## config.mk

```make
export PLATFORM = sky130hd
export DESIGN_NAME = mec_front
export DESIGN_NICKNAME = d
export VERILOG_FILES = /design/src/rtl/mec_pkg.sv /design/src/rtl/mec_front.sv
export SDC_FILE = /design/constraint.sdc
export NUM_CORES = 2
export LEC_CHECK = 0
export BUFFER_PORTS_ARGS = -buffer_cell sky130_fd_sc_hd__buf_2
export CAP_MARGIN = 15
export CORE_MARGIN = 2
export CORE_UTILIZATION = 51
export CTS_CLUSTER_SIZE = 16
export DETAILED_ROUTE_END_ITERATION = 16
export GPL_ROUTABILITY_DRIVEN = 1
export PLACE_DENSITY = 0.69
export SLEW_MARGIN = 5
export SYNTH_ARGS = -nofsm -noshare
export SYNTH_HDL_FRONTEND = slang
export SYNTH_SLANG_ARGS = --single-unit
```

## constraint.sdc

```tcl
create_clock -name clk -period 9 [get_ports clk]
set_input_delay 1.35 -clock clk [delete_from_list [all_inputs] [get_ports clk]]
set_output_delay 1.35 -clock clk [all_outputs]
set_load 0.02 [all_outputs]
```

## src/rtl/mec_pkg.sv

```systemverilog
// ----------------------------------------------------------------------------
// mec_pkg
// Shared types, constants and fixed-point helpers of the escape counter.
// ----------------------------------------------------------------------------
package mec_pkg;

  localparam int COORD_W   = 32;
  localparam int COUNT_W   = 16;
  localparam int PIX_W     = 12;
  localparam int FRAC_BITS = COORD_W - 5;
  localparam int PROD_W    = 2 * COORD_W;
  localparam int OFS_W     = COORD_W + PIX_W + 1;
  localparam int WIDE_W    = (PROD_W > OFS_W) ? PROD_W : OFS_W;
  localparam int CFG_IDX_W = 3;
  localparam int QDEPTH    = 2;
  localparam int QPTR_W    = 1;
  localparam int QCNT_W    = 2;

  typedef logic signed [COORD_W-1:0] coord_t;
  typedef logic signed [PROD_W-1:0]  prod_t;
  typedef logic signed [OFS_W-1:0]   ofs_t;
  typedef logic signed [WIDE_W-1:0]  wide_t;
  typedef logic [COUNT_W-1:0]        count_t;
  typedef logic [PIX_W-1:0]          pix_t;
  typedef logic [CFG_IDX_W-1:0]      cfg_idx_t;

  // register indexes of the configuration port
  localparam cfg_idx_t REG_REAL_ORIGIN = 3'd0;
  localparam cfg_idx_t REG_IMAG_ORIGIN = 3'd1;
  localparam cfg_idx_t REG_REAL_STEP   = 3'd2;
  localparam cfg_idx_t REG_IMAG_STEP   = 3'd3;
  localparam cfg_idx_t REG_MAX_ITER    = 3'd4;

  localparam count_t MAX_ITER_RST = COUNT_W'(256);

  // 4.0 in the coordinate format
  localparam coord_t FOUR = {3'b001, {(FRAC_BITS + 2){1'b0}}};

  // one point waiting for the iteration engine
  typedef struct packed {
    coord_t cr;
    coord_t ci;
    pix_t   col;
    pix_t   row;
  } point_t;

  // clamp a sum one bit wider than a coordinate
  function automatic coord_t sat_sum(input logic signed [COORD_W:0] s);
    coord_t r;
    if (s[COORD_W] != s[COORD_W-1]) begin
      r = s[COORD_W] ? {1'b1, {(COORD_W-1){1'b0}}} : {1'b0, {(COORD_W-1){1'b1}}};
    end else begin
      r = s[COORD_W-1:0];
    end
    return r;
  endfunction

  function automatic coord_t sat_add(input coord_t a, input coord_t b);
    logic signed [COORD_W:0] s;
    s = {a[COORD_W-1], a} + {b[COORD_W-1], b};
    return sat_sum(s);
  endfunction

  function automatic coord_t sat_sub(input coord_t a, input coord_t b);
    logic signed [COORD_W:0] s;
    s = {a[COORD_W-1], a} - {b[COORD_W-1], b};
    return sat_sum(s);
  endfunction

  // clamp a wide signed value to the coordinate range
  function automatic coord_t sat_wide(input wide_t v);
    coord_t r;
    if ((&v[WIDE_W-1:COORD_W-1]) || !(|v[WIDE_W-1:COORD_W-1])) begin
      r = v[COORD_W-1:0];
    end else begin
      r = v[WIDE_W-1] ? {1'b1, {(COORD_W-1){1'b0}}} : {1'b0, {(COORD_W-1){1'b1}}};
    end
    return r;
  endfunction

endpackage

```

## src/rtl/mec_front.sv

```systemverilog
// ----------------------------------------------------------------------------
// mec_front
// Takes pixel requests and forms the point c for each, one register stage deep.
// ----------------------------------------------------------------------------
module mec_front (
  input  logic            clk,
  input  logic            rst_n,
  input  logic            start,
  output logic            busy,
  input  mec_pkg::pix_t   in_pixel_col,
  input  mec_pkg::pix_t   in_pixel_row,
  input  mec_pkg::coord_t real_origin,
  input  mec_pkg::coord_t imag_origin,
  input  mec_pkg::coord_t real_step,
  input  mec_pkg::coord_t imag_step,
  output logic            push,
  output mec_pkg::point_t push_data,
  input  logic            q_full
);
  import mec_pkg::*;

  logic s1_valid_r;
  ofs_t ofs_re_r;
  ofs_t ofs_im_r;
  pix_t col_r;
  pix_t row_r;
  logic accept;

  assign busy   = s1_valid_r;
  assign accept = start && !s1_valid_r;
  assign push   = s1_valid_r && !q_full;

  always_ff @(posedge clk) begin
    if (!rst_n) begin
      s1_valid_r <= 1'b0;
    end else if (accept) begin
      s1_valid_r <= 1'b1;
    end else if (push) begin
      s1_valid_r <= 1'b0;
    end
  end

  always_ff @(posedge clk) begin
    if (accept) begin
      ofs_re_r <= OFS_W'($signed({1'b0, in_pixel_col})) * OFS_W'(real_step);
      ofs_im_r <= OFS_W'($signed({1'b0, in_pixel_row})) * OFS_W'(imag_step);
      col_r    <= in_pixel_col;
      row_r    <= in_pixel_row;
    end
  end

  always_comb begin
    push_data.cr  = sat_add(real_origin, sat_wide(WIDE_W'(ofs_re_r)));
    push_data.ci  = sat_add(imag_origin, sat_wide(WIDE_W'(ofs_im_r)));
    push_data.col = col_r;
    push_data.row = row_r;
  end

endmodule

```

# After elaboration in Yosys (flattened, before gate mapping)
# Index checks and enable logic that the tools add are counted.
# totals
n_memories	0
register_bits	115
word_cells	34
mem_bits_ro	0
ramBits	0
in_bits	156
latchBits	0
output_inout_bits	90
# classes
add_sub_neg	2
muxes	10
bitwise	0
n_div	0
eq_ne	2
reduce_logical	13
multipliers	2
magnitude_cmp	0
n_shift	0
# ops
cell	count
$mux W32	8
$mul A13 B32 Y45	2
$add A32 B32 Y33	2
$reduce_and A14 Y1	2
$reduce_or A14 Y1	2
$logic_not A1 Y1	4
$logic_and A1 B1 Y1	2
$logic_or A1 B1 Y1	2
$mux W1	2
$ne A1 B1 Y1	2
$reduce_bool A2 Y1	1

# Depth between registers and ports, before layout
# logic_depth
ltp_word	7
mapped_depth	23
mapped_depth_nobuf	22

# Least setup slack after synthesis
# Ideal clock, no wire load.
# synth_path
path_type	input to register
start	input start
end	register col_r[0], enable pin
slack_ns	2.068
n_path_buf	0
setup_ns	0.601
arrival_time_ns	6.331
required_time_ns	8.399
stages	1
cell_sequence	nor2b_1
# synth_between
elab_chain_cells	1
# synth_lines
item	line	rtl
from (decl)	mec_front.sv:8	input logic start,
$logic_and A1 B1 Y1	mec_front.sv:30	assign accept = start && !s1_valid_r;
to (signal assigned)	mec_front.sv:47	col_r <= in_pixel_col;
to (decl)	mec_front.sv:25	pix_t col_r;
# No other way between the ends.
# A chain may end at the register's enable or synchronous reset.

# Final worst setup path
# layout_path
start	input in_pixel_row[4]
end	register ofs_im_r[43], data pin
# layout_between
elab_chain_cells	1
# layout_lines
item	line	rtl
from (decl)	mec_front.sv:11	input mec_pkg::pix_t in_pixel_row,
$mul A13 B32 Y45	mec_front.sv:46	ofs_im_r <= OFS_W'($signed({1'b0, in_pixel_row})) * OFS_W'(imag_step);
to (signal assigned)	mec_front.sv:46	
to (decl)	mec_front.sv:24	ofs_t ofs_im_r;
# No other way between the ends.

==> impl_metrics.env <==
export IMPL_status="completed"
export IMPL_coreArea_um2=67400
export IMPL_placement_io_buffers=245
export IMPL_finalHoldViolCount=0
export IMPL_htree_levels=4
export IMPL_placementRows=95
export IMPL_arrival_ps=7740
export IMPL_worst_slack_ps=1470
export IMPL_ant_nets=0
export IMPL_max_freq_mhz=133
export IMPL_final_util_pct=55.2
export IMPL_area_growth_pct=6.68
export IMPL_grt_pass1_wl_mm=139
export IMPL_syn_inst=3930
export IMPL_die_h_um=265
export IMPL_grt_start_max_net_pins=56
export IMPL_cts_setup_buffers=0
export IMPL_rsz0062_at_grt="no"
export IMPL_vias=26100
export IMPL_clockBufferDepth=2
export IMPL_synth_edf_count=114
export IMPL_yosys_warnings=0
export IMPL_wirelength_mm=82.7
export IMPL_synth_common_cells="916 x inv_1, 678 x fa_1, 485 x nand2_1"
export IMPL_startpoint_type="primary input"
export IMPL_ys_seq_area_share_pct=9.88
export IMPL_cts_inserted_buffers=17
export IMPL_antenna_found_initial=13
export IMPL_drcViolationCount=0
export IMPL_drive_above_1_share_pct=7.96
export IMPL_drv_cap=0
export IMPL_synthDistinctLibCells=75
export IMPL_grt_overflow_total=0
export IMPL_grt_pass1_vias=27100
export IMPL_post_route_period_util_pct=83.7
export IMPL_avgRoutedWirePerCell_um=16.8
export IMPL_viasPerCell=5.31
export IMPL_cts_root_buf="clkbuf_16"
export IMPL_hold_path_class="flop to flop"
export IMPL_die_x_um=265
export IMPL_ctsHoldBuffers=0
export IMPL_clock_skew_final_ps=26.4
export IMPL_cp_end_kind="flop"
export IMPL_ys_async_sr_fraction_pct=0
export IMPL_worstMarginPinSlew_ps=963
export IMPL_slew_violations=0
export IMPL_cts_tree="yes"
export IMPL_synth_fp_nets=5026
export IMPL_finalNetCount=5114
export IMPL_dp_slack_ps=1070
export IMPL_clkTransAtPathRegs_ps=70
export IMPL_syn_area_um2=34900
export IMPL_tns_ps=0
export IMPL_start_util_pct=51.7
export IMPL_clock_latency_ps=480
export IMPL_synth_avg_cell_area_um2=8.87
export IMPL_synth_top_cell_by_area="fa_1"
export IMPL_yosysMostFrequentCell="inv_1"
export IMPL_relSlewSlack_pct=35.7
export IMPL_synthTopCellsByArea="fa_1 39%, inv_1 9.9%, edfxtp_1 9.8%, ha_1 9.4%, and2_1 6.4%"
export IMPL_grt_usage_pct=24.7
export IMPL_dr_first_iter_drc_count=1390
export IMPL_ioPinCount=246
export IMPL_post_route_min_period_ps=7530
export IMPL_die_area_um2=70400
export IMPL_dr_pass1_iters=5
export IMPL_synth_top_cell_area_share_pct=38.9
export IMPL_place_congestion=0.911
export IMPL_hpwlAfterDp_mm=68.7
export IMPL_ys_ff_latch=115
export IMPL_cts_repair_resized=0
export IMPL_synthFlopType="edfxtp_1"
export IMPL_setup_violations_final=0
export IMPL_required_ps=9210
export IMPL_cts_sinks=115
export IMPL_cp_max_fo=33
export IMPL_worstSetupPathType="primary input to flop"
==> cell usage in the layout (no fill, tap or decap), drive strengths merged, types with 95 or more instances in the layout <==
| cell | n |
|---|---|
| fa | 678 |
| xnor2 | 95 |
| a21o | 151 |
| inv | 920 |
| ha | 262 |
| edfxtp | 114 |
| nand2 | 486 |
| a21oi | 169 |
| buf | 256 |
| and2 | 357 |
==> layout make-up <==
type                            count  area [µm²]
Fill cell                        6122       30200
Multi-Input combinational cell   2712       27300
Sequential cell                   115        3440
Inverter                          916        3440
Timing Repair Buffer              256        1330
Tap cell                          873        1090
Clock buffer                       17         425
Clock inverter                     15         180
Antenna cell                        4        10.0
==> registers in the layout (all words and copies together), names as in the netlist <==
register and cells:
ofs_re_r 45, col_r 12, ofs_im_r 45, busy 1
row_r 12
==> metrics by stage <==
step           cell area (µm²)  cells  hold slack [ps]
2_1_floorplan            34900   3930              606
3_3_place_gp             36500   4871              573
3_5_place_dp             36500   4871              576
4_1_cts                  37100   4903              586
5_1_grt                  37200   4906              635
6_report                 37200   4908              580
==> path summary, 6_finish.rpt <==
check / start / end / slack, ps / cells after the start
hold reg to reg: busy / busy / 580 / 2
setup / recovery: in_pixel_row[4] / ofs_im_r[43] / 1470 / 20
hold / removal: busy / busy / 580 / 2
setup reg to reg: busy / ofs_im_r[38] / 6270 / 3
==> routing by layer <==
metal  track usage, %  up-vias  wire length [µm]
met2             40.0      715             38200
met1             34.5    13000             37700
li1                 -    12200                 -
met5                0        -                90
met3             4.38      103              5210
met4             6.29       16              1510
==> critical path, stage by stage <==
cell and delay (ps):
buf_2 550, nand2_1 170, fa_1 540, fa_1 530
inv_1 70, fa_1 490, fa_1 490, inv_1 50
fa_1 470, inv_1 40, ha_1 330, a211oi_1 320
nor4_1 100, a311oi_1 430, nand3_1 260, a31oi_1 630
o21ai_1 190, a41o_1 330, a311oi_2 270, xnor2_1 90
==> cell families after synthesis <==
kind of cell	synth area share, %
buffers and inverters	12.0
and+or+nand+nor	14.7
adders and majority gates	49.3
AOI/OAI and AO/OA	10.5
xor gates and xnor gates	3.54
DFF	9.88
muxes	0.0287
Power is not shown: default switching activity piles up to over one toggle a cycle in this logic, so the estimate is an artifact.
