[config.mk]
export PLATFORM = sky130hd
export DESIGN_NAME = mec_queue
export DESIGN_NICKNAME = d
export VERILOG_FILES = /design/src/rtl/mec_pkg.sv /design/src/rtl/mec_queue.sv
export SDC_FILE = /design/constraint.sdc
export NUM_CORES = 1
export LEC_CHECK = 0
export BUFFER_PORTS_ARGS = -buffer_cell sky130_fd_sc_hd__buf_2
export CORE_ASPECT_RATIO = 1.75
export CORE_UTILIZATION = 35
export DETAILED_ROUTE_END_ITERATION = 8
export REMOVE_ABC_BUFFERS = 1
export SLEW_MARGIN = 20
export SYNTH_ARGS = -nofsm -noshare
export SYNTH_HDL_FRONTEND = slang
export SYNTH_SLANG_ARGS = --single-unit
[constraint.sdc]
create_clock -name clk -period 5.6 [get_ports clk]
set_input_delay 0.28 -clock clk [delete_from_list [all_inputs] [get_ports clk]]
set_output_delay 0.28 -clock clk [all_outputs]
set_load 0.02 [all_outputs]
[src/rtl/mec_pkg.sv]
// ----------------------------------------------------------------------------
// mec_pkg
// Shared types, constants and fixed-point helpers of the escape counter.
// ----------------------------------------------------------------------------
package mec_pkg;

  localparam int COORD_W   = 32;
  localparam int COUNT_W   = 16;
  localparam int PIX_W     = 12;
  localparam int FRAC_BITS = COORD_W - 5;
  localparam int PROD_W    = 2 * COORD_W;
  localparam int OFS_W     = COORD_W + PIX_W + 1;
  localparam int WIDE_W    = (PROD_W > OFS_W) ? PROD_W : OFS_W;
  localparam int CFG_IDX_W = 3;
  localparam int QDEPTH    = 2;
  localparam int QPTR_W    = 1;
  localparam int QCNT_W    = 2;

  typedef logic signed [COORD_W-1:0] coord_t;
  typedef logic signed [PROD_W-1:0]  prod_t;
  typedef logic signed [OFS_W-1:0]   ofs_t;
  typedef logic signed [WIDE_W-1:0]  wide_t;
  typedef logic [COUNT_W-1:0]        count_t;
  typedef logic [PIX_W-1:0]          pix_t;
  typedef logic [CFG_IDX_W-1:0]      cfg_idx_t;

  // register indexes of the configuration port
  localparam cfg_idx_t REG_REAL_ORIGIN = 3'd0;
  localparam cfg_idx_t REG_IMAG_ORIGIN = 3'd1;
  localparam cfg_idx_t REG_REAL_STEP   = 3'd2;
  localparam cfg_idx_t REG_IMAG_STEP   = 3'd3;
  localparam cfg_idx_t REG_MAX_ITER    = 3'd4;

  localparam count_t MAX_ITER_RST = COUNT_W'(256);

  // 4.0 in the coordinate format
  localparam coord_t FOUR = {3'b001, {(FRAC_BITS + 2){1'b0}}};

  // one point waiting for the iteration engine
  typedef struct packed {
    coord_t cr;
    coord_t ci;
    pix_t   col;
    pix_t   row;
  } point_t;

  // clamp a sum one bit wider than a coordinate
  function automatic coord_t sat_sum(input logic signed [COORD_W:0] s);
    coord_t r;
    if (s[COORD_W] != s[COORD_W-1]) begin
      r = s[COORD_W] ? {1'b1, {(COORD_W-1){1'b0}}} : {1'b0, {(COORD_W-1){1'b1}}};
    end else begin
      r = s[COORD_W-1:0];
    end
    return r;
  endfunction

  function automatic coord_t sat_add(input coord_t a, input coord_t b);
    logic signed [COORD_W:0] s;
    s = {a[COORD_W-1], a} + {b[COORD_W-1], b};
    return sat_sum(s);
  endfunction

  function automatic coord_t sat_sub(input coord_t a, input coord_t b);
    logic signed [COORD_W:0] s;
    s = {a[COORD_W-1], a} - {b[COORD_W-1], b};
    return sat_sum(s);
  endfunction

  // clamp a wide signed value to the coordinate range
  function automatic coord_t sat_wide(input wide_t v);
    coord_t r;
    if ((&v[WIDE_W-1:COORD_W-1]) || !(|v[WIDE_W-1:COORD_W-1])) begin
      r = v[COORD_W-1:0];
    end else begin
      r = v[WIDE_W-1] ? {1'b1, {(COORD_W-1){1'b0}}} : {1'b0, {(COORD_W-1){1'b1}}};
    end
    return r;
  endfunction

endpackage

[src/rtl/mec_queue.sv]
// ----------------------------------------------------------------------------
// mec_queue
// Short first-in first-out store of points between front and engine.
// ----------------------------------------------------------------------------
module mec_queue (
  input  logic            clk,
  input  logic            rst_n,
  input  logic            push,
  input  mec_pkg::point_t push_data,
  output logic            full,
  input  logic            pop,
  output mec_pkg::point_t head,
  output logic            empty
);
  import mec_pkg::*;

  point_t              mem [QDEPTH];
  logic [QPTR_W-1:0]   wr_ptr_r;
  logic [QPTR_W-1:0]   rd_ptr_r;
  logic [QCNT_W-1:0]   cnt_r;
  logic                do_push;
  logic                do_pop;

  assign full    = (cnt_r == QCNT_W'(QDEPTH));
  assign empty   = (cnt_r == '0);
  assign do_push = push && !full;
  assign do_pop  = pop && !empty;
  assign head    = mem[rd_ptr_r];

  always_ff @(posedge clk) begin
    if (do_push) begin
      mem[wr_ptr_r] <= push_data;
    end
  end

  always_ff @(posedge clk) begin
    if (!rst_n) begin
      wr_ptr_r <= '0;
      rd_ptr_r <= '0;
      cnt_r    <= '0;
    end else begin
      if (do_push) begin
        wr_ptr_r <= wr_ptr_r + 1'b1;
      end
      if (do_pop) begin
        rd_ptr_r <= rd_ptr_r + 1'b1;
      end
      if (do_push && !do_pop) begin
        cnt_r <= cnt_r + 1'b1;
      end else if (do_pop && !do_push) begin
        cnt_r <= cnt_r - 1'b1;
      end
    end
  end

endmodule

[After elaboration in Yosys (flattened, before gate mapping)]
Memories as Yosys holds them, arrays and structs flattened. A register that Yosys moved wholly into a read port is not among the register bits.
Cells that the tools add are included.
Word-level totals
  memories: 1
  logic and storage cells: 25
  latch bits: 0
  output and inout bits: 90
  register bits after elaboration: 4
  memory bits (writable): 176
  memory bits (read-only): 0
Memories
  mem: words 2, bits a word 88, read ports 1, clocked after Yosys merged registers in 1, wr ports 1, line mec_queue.sv:17  | point_t mem [QDEPTH];
Cells by class
  divide/modulo/power cells: 0
  order comparisons: 0
  equality and inequality tests: 1
  shifts and indexed selects: 0
  $mul: 0
  reductions and logical operators: 10
  bitwise logic cells: 0
  add/sub/neg operators: 4
  mux-type cells: 6
Operator list (count)
  $logic_and A1 B1 Y1: 4
  $logic_not A1 Y1: 4
  $mux W1: 4
  $mux W2: 2
  $add A1 B1 Y1 const B: 2
  $add A2 B1 Y2 const B: 1
  $eq A2 B2 Y1 const B: 1
  $logic_not A2 Y1: 1
  $reduce_bool A2 Y1: 1
  $sub A2 B1 Y2 const B: 1

[Longest topological paths before layout]
  depth after elaboration: 7
  gate-level depth with buffers: 7

[Least setup slack after synthesis]
OpenSTA, ideal clock, no wires.
  path kind: reg-to-reg
  start: reg cnt_r[0]
  end: mem mem[0][0] (netlist name) (enable)
  cell stages (with the launch flop): 4
  setup slack: 1.058 ns
  library setup time: 0.520 ns
  data required time: 5.080 ns
  arrival: 4.022 ns
  buffers on the path: 0
  cell sequence: dfxtp_1 > nand2b_1 > inv_2 > nor3_2
Between the ends
  cells in the longest elaborated chain, start to end: 5
Ends and longest elaborated chain
  from (decl): line mec_queue.sv:20  | logic [QCNT_W-1:0] cnt_r;
  from (signal assigned): line mec_queue.sv:49  | cnt_r <= cnt_r + 1'b1;
  from (signal assigned): line mec_queue.sv:51  | cnt_r <= cnt_r - 1'b1;
  $eq A2 B2 Y1: line mec_queue.sv:24  | assign full = (cnt_r == QCNT_W'(QDEPTH));
  net full: line mec_queue.sv:10  | output logic full,
  $logic_not A1 Y1: line mec_queue.sv:26  | assign do_push = push && !full;
  $logic_and A1 B1 Y1: line mec_queue.sv:26
  $mux W1: line mec_queue.sv:31  | if (do_push) begin
  $mux W1 (implied by the code): line mec_queue.sv:32  | mem[wr_ptr_r] <= push_data;
  to (decl): line mec_queue.sv:17
The timed path passes the listed nets, and every way through them passes these cells.

==> flow_metrics.env <==
export IMPL_grt_pass1_vias=3681
export IMPL_start_util=0.3585
export IMPL_syn_instance_count=299
export IMPL_endpoint_kind="primary output"
export IMPL_cts_max_path_buffers=2
export IMPL_synth_common_cells="edfxtp_1 (176), mux2_2 (68), mux2_4 (20)"
export IMPL_maxSlewViolCount=0
export IMPL_synth_most_common_cell="edfxtp_1"
export IMPL_r2r_slack_ns=3.22
export IMPL_stdcell_count=746
export IMPL_rows=66
export IMPL_final_setup_viol_count=0
export IMPL_io_pins=182
export IMPL_die_h_um=184.5
export IMPL_seq_power_share=0.451
export IMPL_cts_buffers=17
export IMPL_dieArea_mm2=0.01961
export IMPL_timing_fmax_mhz=361.9
export IMPL_slowest_stage="dfxtp_4"
export IMPL_leakagePower_nw=3.149
export IMPL_regToRegStartpoint="cnt_r[0]"
export IMPL_synthDistinctLibCells=22
export IMPL_p_clk_frac=0.285
export IMPL_fin_worst_skew_ns=0.007761
export IMPL_pwr_share_comb=0.264
export IMPL_hp_start="push_data[32]"
export IMPL_fin_crit_ns=2.763
export IMPL_postRouteAntennaNets=0
export IMPL_internal_power_mw=2.777
export IMPL_yosys_warnings=0
export IMPL_place_area_mm2=0.007834
export IMPL_drive_gt1_frac=0.6087
export IMPL_cpPeakStageDelay_ns=0.78
export IMPL_synth_area_leaders="edfxtp_1 (79%), mux2_2 (11%), mux2_4 (4.5%), dfxtp_1 (1.5%), buf_6 (0.68%)"
export IMPL_start_kind="register"
export IMPL_core_area_mm2=0.01858
export IMPL_antenna_found_initial=3
export IMPL_post_cts_resized=0
export IMPL_powerDensity_mw_per_mm2=474.1
export IMPL_die_x_um=106.3
export IMPL_routed_via_density=4.531
export IMPL_maxCapViolations=0
export IMPL_grt_use_total=0.1340
export IMPL_fillers=1667
export IMPL_firstDrtPassIters=4
export IMPL_cts_hold_buf=0
export IMPL_grt_max_degree=46
export IMPL_hold_viol=0
export IMPL_drc=0
export IMPL_routedWlPerCell_um=17.23
export IMPL_cp_max_fo=45
export IMPL_relSlewSlack=0.5589
export IMPL_synth_edf_count=176
export IMPL_synth_area_mm2=0.006660
export IMPL_crit_required_ns=5.32
export IMPL_clkTransAtPathRegs_ns=0.07
export IMPL_syn2layout_area_growth_pct=26.19
export IMPL_vdd_drop_max_v=0.0002302
export IMPL_async_flop_share=0
export IMPL_dp_cells=712
export IMPL_clock_sinks=181
export IMPL_outcome="complete, no violations"
export IMPL_cts_setup_buffers=0
export IMPL_cts_root_buf="clkbuf_16"
export IMPL_p_sw_frac=0.3031
export IMPL_p_switching_mw=1.208
export IMPL_htree_levels=4
export IMPL_min_path_cells=1
export IMPL_avgSynthCellArea_um2=22.27
export IMPL_synth_top_area_share=0.7935
export IMPL_dr_total_vias=3380
export IMPL_rsz0062_at_grt="no"
export IMPL_yosysSeqAreaShare=0.8086
export IMPL_crit_chain="buf_4, mux2_2, buf_2"
export IMPL_fin_hold_ws_ns=0.04358
export IMPL_clk_latency_ns=0.42
export IMPL_ys_flop_type="edfxtp_1"
export IMPL_synth_top_cell_by_area="edfxtp_1"
export IMPL_fin_crit_sh=0.4935
export IMPL_portBuffers=181
export IMPL_path_class="reg -> out"
export IMPL_drt_iter0_drc=178
export IMPL_synth_seq_cells=181
export IMPL_place_detailed_hpwl_um=8552
export IMPL_cts_tree="built"
export IMPL_r2r_cells=5
export IMPL_worstReg2RegEnd="mem[0][53]"
export IMPL_setup_tns_ns=0
export IMPL_drt_wl_total_um=12850
export IMPL_gp_congestion=0.6954
export IMPL_arrival_ns=2.48
export IMPL_layout_nets=586
export IMPL_tightest_slew_ns=0.6617
export IMPL_stdcell_area_mm2=0.008404
export IMPL_hp_class="in -> reg"
export IMPL_grt_overflow_total=0
export IMPL_grt_pass1_wl_um=19050
export IMPL_min_to="mem[1][32]"
-- power groups by stage --
stage	Clock, mW	Sequential, mW	Combinational, mW
2_1_floorplan	0	1.85	0.721
3_3_place_gp	0	1.82	1.06
3_5_place_dp	0	1.83	1.07
4_1_cts	1.17	1.80	1.08
5_1_grt	1.22	1.82	1.13
6_report	1.14	1.80	1.05
-- worst max-delay path by stage --
stage	to	slack, ns	depth (start not counted)
floorplan	mem[0][0]	1.06	3
global placement	head[70]	3.27	3
detailed placement	mem[0][0]	3.18	5
CTS	head[24]	2.77	3
global route	head[70]	2.67	3
finish	head[70]	2.84	3
-- per-stage QoR --
stage,setup slack [ns],power (mW),util
after global routing,2.669,4.164,0.4523
after detailed placement,3.175,2.904,0.4216
final,2.837,3.985,0.4523
after floorplan,1.058,2.569,-
after global placement,3.266,2.881,0.4216
after CTS,2.773,4.050,0.4521
-- state kept, by name (all words and copies together), names as in the netlist, named ones only --
register	flops
cnt_r	2
wr_ptr_r	1
rd_ptr_r	1
mem	176
-- area by class of cell --
type | count | area [µm²] | share of cell area
diodes | 2 | 5.005 | 0.0005955
clock buffers | 19 | 442.9 | 0.05270
clock inverters | 13 | 122.6 | 0.01459
inverters | 2 | 7.507 | 0.0008933
multi-input cells | 106 | 1204 | 0.1432
flip-flops and latches | 181 | 5389 | 0.6412
well taps | 238 | 297.8 | 0.03543
repair buffers | 185 | 935.9 | 0.1114
-- placed cells by master (no fill, tap or decap), drive strengths merged --
cell type,instances
xnor2,2
edfxtp,176
buf,185
nand2b,1
ha,1
and2,3
a21boi,2
mux2,88
bufinv,1
or3,1
nor3,1
diode,2
dfxtp,5
inv,7
clkinv,6
xor2,1
nor2,2
o21ai,2
clkbuf,19
o21a,1
clkinvlp,1
and3,1
-- cells by family after synthesis --
logic type | share of synthesized area
XOR/XNOR | 0.003946
buffers and inverters | 0.01240
AO/OA/AOI/OAI | 0.004884
adder cells (fa/ha/maj) | 0.001878
multiplexers | 0.1601
AND/OR/NAND/NOR | 0.008269
flip-flops | 0.8086
-- routing by layer --
layer,track usage,part of all wire,wire (µm),vias up
met5,0,0.0010,13,-
met4,0.07722,0.025,320,2
met3,0.04031,0.048,623,19
met2,0.2416,0.56,7155,104
met1,0.1349,0.37,4740,1681
li1,-,-,-,1574
-- critical path, delay by kind of cell, from the launching register on --
family / cells / cell delay, ns
DFF: 1 / 0.78
muxes: 1 / 0.42
buffers and inverters: 2 / 0.79
(Power assumes the default switching activity.)
